<file path="src/rtl/core/bds_queue.sv">
// ----------------------------------------------------------------------------
// bds_queue
// small fifo between pair front and accumulate back
// ----------------------------------------------------------------------------
`default_nettype none

module bds_queue #(
   parameter int DATA_W = 32,
   parameter int DEPTH  = 4
) (
   input  wire               clock,
   input  wire               reset,
   input  wire               push,
   input  wire  [DATA_W-1:0] push_data,
   output logic              full,
   input  wire               pop,
   output logic              not_empty,
   output logic [DATA_W-1:0] pop_data
);

   localparam int PTR_W = (DEPTH > 1) ? $clog2(DEPTH) : 1;
   localparam int CNT_W = $clog2(DEPTH + 1);

   logic [DATA_W-1:0] store_ff [DEPTH];
   logic [PTR_W-1:0]  wr_ptr_ff, rd_ptr_ff;
   logic [CNT_W-1:0]  count_ff;
   logic              do_push, do_pop;

   assign full      = (count_ff == CNT_W'(DEPTH));
   assign not_empty = (count_ff != '0);
   assign pop_data  = store_ff[rd_ptr_ff];
   assign do_push   = push && !full;
   assign do_pop    = pop && not_empty;

   // pointers and fill level
   always_ff @(posedge clock) begin
      if (reset) begin
         wr_ptr_ff <= '0;
         rd_ptr_ff <= '0;
         count_ff  <= '0;
      end else begin
         if (do_push) begin
            wr_ptr_ff <= (wr_ptr_ff == PTR_W'(DEPTH - 1)) ? '0 : wr_ptr_ff + PTR_W'(1);
         end
         if (do_pop) begin
            rd_ptr_ff <= (rd_ptr_ff == PTR_W'(DEPTH - 1)) ? '0 : rd_ptr_ff + PTR_W'(1);
         end
         if (do_push && !do_pop) begin
            count_ff <= count_ff + CNT_W'(1);
         end else if (do_pop && !do_push) begin
            count_ff <= count_ff - CNT_W'(1);
         end
      end
   end

   // entry storage
   always_ff @(posedge clock) begin
      if (do_push) begin
         store_ff[wr_ptr_ff] <= push_data;
      end
   end

endmodule

`default_nettype wire

</file>
<file path="config.mk">
export PLATFORM = sky130hd
export DESIGN_NAME = bds_queue
export DESIGN_NICKNAME = d
export VERILOG_FILES = /design/src/rtl/core/bds_queue.sv
export SDC_FILE = /design/constraint.sdc
export NUM_CORES = 1
export LEC_CHECK = 0
export ABC_AREA = 1
export BUFFER_PORTS_ARGS = -buffer_cell sky130_fd_sc_hd__buf_2
export CELL_PAD_IN_SITES_DETAIL_PLACEMENT = 0
export CELL_PAD_IN_SITES_GLOBAL_PLACEMENT = 1
export CORE_UTILIZATION = 47
export DETAILED_ROUTE_END_ITERATION = 10
export GPL_TIMING_DRIVEN = 0
export HOLD_SLACK_MARGIN = 0.02
export PLACE_DENSITY = 0.82
export SETUP_SLACK_MARGIN = 0.02
export SLEW_MARGIN = 25
export SYNTH_ARGS = -nofsm -noshare
export SYNTH_HDL_FRONTEND = slang
export SYNTH_SLANG_ARGS = --single-unit
</file>
<file path="constraint.sdc">
create_clock -name clock -period 3.5 [get_ports clock]
set_input_delay 0.525 -clock clock [delete_from_list [all_inputs] [get_ports clock]]
set_output_delay 0.525 -clock clock [all_outputs]
set_load 0.01 [all_outputs]
</file>
==> flow_summary.yaml <==
placement:
  hpwl_mm: 6.66
  port_buffers: 69
  globalplace.congestion: 0.678
  place_area_sq_mm: 0.00594
clocking:
  ctsRootBufferMaster: "clkbuf_8"
  cts_tree: "yes"
  cts_buffers: 17
  clockBufferDepth: 2
  holdBufCountCts: 0
  cts_setup_buffers: 0
  clk_pin_slew_ns: 0.06
  cts_resized: 0
  cts.sinks: 137
  clock_latency_ns: 0.53
  htreeDepth: 4
setup_path:
  worst_ep_arrival_time_ns: 1.86
  critPathKind: "reg -> out"
  crit_fanout: 10
  cp-start-kind: "flip-flop"
  critical_path_required_ns: 2.97
  end_kind: "primary output"
routing:
  drc_errors: 0
  vias_per_cell: 5.32
  drt_pre_antenna_iters: 4
  vias: 3306
  drt_iter0_markers: 130
  routed_wl_mm: 10.9
  routedWlPerCell_um: 17.6
  ant_nets: 0
layout:
  n_fill_cell: 863
  syn_to_final_growth_pct: 23.0
  finalNetCount: 514
  design_area_sq_mm: 0.00649
  layout-drive-gt1-share: 0.253
  antenna_cells: 0
global_route:
  grt_pass1_vias: 3399
  grt_pass1_wl_mm: 16.9
  grt_max_degree: 21
  grt.overflow.total: 0
  gr-usage-all-layers: 0.204
  antenna_found_initial: 1
yosys:
  avgSynthCellArea_sq_um: 13.9
  synth-warning-count: 0
  synth_cell_types: 21
  ys_seq_elements: 137
  netlist_area_sq_mm: 0.00528
  seq_area_frac_synth: 0.763
  netlist_instances: 379
  syn-num-nets: 422
die:
  start_util: 0.484
  coreArea_sq_mm: 0.0109
  die_area_sq_mm: 0.0117
  die_x_um: 108
  ios: 70
  die_y_um: 108
  rows: 38
timing:
  drv_slew: 0
  rsz0062_at_grt: "no"
  worst_slew_pin_slew_ns: 0.538
  setup_viol: 0
  post-route-period-util: 0.680
  hold-worst-slack_ns: 0.164
  fin_crit_ns: 2.38
  slew_headroom: 0.641
  fmax_mhz: 420
  skew_ns: 0.00786
  hold_viol: 0
power_and_ir_drop:
  p_per_area_mw_per_mm2: 804
  p_leak_nw: 2.40
  vdd_drop_max_uv: 413
hold_path:
  hold_path_class: "in -> reg"
job:
  cap_viol_max_count: 0
status:
  outcome: "complete, no violations"
## logic make-up (layout without fill, tap and decap cells)
kind of cell,count (synthesis),after routing,synth area share
AOI/OAI and AO/OA,99,99,0.102
xor gates and xnor gates,1,1,0.00166
adders and majority gates,7,7,0.0180
buffers and inverters,36,139,0.0434
DFF,137,137,0.763
and+or+nand+nor,99,99,0.0726
## flip-flops by register name (all words and copies together), names as in the netlist, named ones only
name,cells
store_ff,128
count_ff,3
rd_ptr_ff,2
wr_ptr_ff,2
## metal layers
layer / GRT usage / up-vias / wire (um)
met5: 0 / - / 10
met4: 0.0949 / 2 / 144
met3: 0.0651 / 15 / 650
met2: 0.339 / 111 / 5560
met1: 0.241 / 1600 / 4570
li1: - / 1578 / -
## metrics by stage
stage | setup TNS [ns] | instances | utilization | setup WS, ns | total power (W)
floorplan | 0 | 379 | - | 1.03 | 0.00298
global placement | -19.18 | 588 | 0.532 | -0.165 | 0.00350
detailed placement | 0 | 592 | 0.545 | 1.35 | 0.00358
CTS | 0 | 622 | 0.596 | 1.10 | 0.00526
global route | 0 | 622 | 0.596 | 1.01 | 0.00548
finish | 0 | 622 | 0.596 | 1.12 | 0.00521
## worst max-delay path, stage by stage, from the launching register on
cell and delay, ns:
dfxtp_1 0.34, clkbuf_1 0.43, o21ai_0 0.19, o22ai_1 0.20, buf_2 0.16
## area by class of cell
class	count	area, sq um	share of cell area
plain buffers	19	158	0.0243
clock buffers	18	418	0.0644
clock inverters	12	134	0.0206
inverters	17	71.3	0.0110
multi-input cells	206	1050	0.162
flip-flops and latches	137	4020	0.620
well taps	140	175	0.0270
repair buffers	73	455	0.0702
## final timing paths
check                       startpoint                        end  slack [ns]  depth (start not counted)
max reg2reg   count_ff[1]$_SDFFE_PP0P_   count_ff[1]$_SDFFE_PP0P_        1.36                          9
min                              reset   count_ff[0]$_SDFFE_PP0P_        0.16                          2
max                          flip-flop               pop_data[14]        1.12                          4
min reg2reg  rd_ptr_ff[1]$_SDFFE_PP0P_  rd_ptr_ff[1]$_SDFFE_PP0P_        0.53                          2
## cell usage after synthesis, drive strengths merged
cell type	instances	area share
clkbuf	1	0.00071
nand2	14	0.010
nor2	81	0.058
nand3	1	0.00095
fa	1	0.0038
ha	6	0.014
o21ai	65	0.062
a21oi	2	0.0019
nand3b	2	0.0028
buf	18	0.029
nand4	1	0.0012
xor2	1	0.0017
inv	17	0.014
dfxtp	9	0.034
o22ai	32	0.038
edfxtp	128	0.73
## layout by cell type (no fill, tap or decap), types with 9 or more instances in the layout
master     count
clkbuf_16     16
nor2_1        77
dfxtp_1        9
buf_6          9
buf_2         75
inv_1         15
o21ai_1       28
edfxtp_1     128
nand2_1       14
o21ai_0       37
o22ai_1       32
## where the power goes
part / leakage (nW) / switching, W / internal [W]
clock network: 0.274 / 0.000612 / 0.00106
registers: 1.25 / 0.0000646 / 0.00200
logic: 0.880 / 0.000918 / 0.000556
total: 2.40 / 0.00159 / 0.00362
Power figures use the tool's default switching activity.
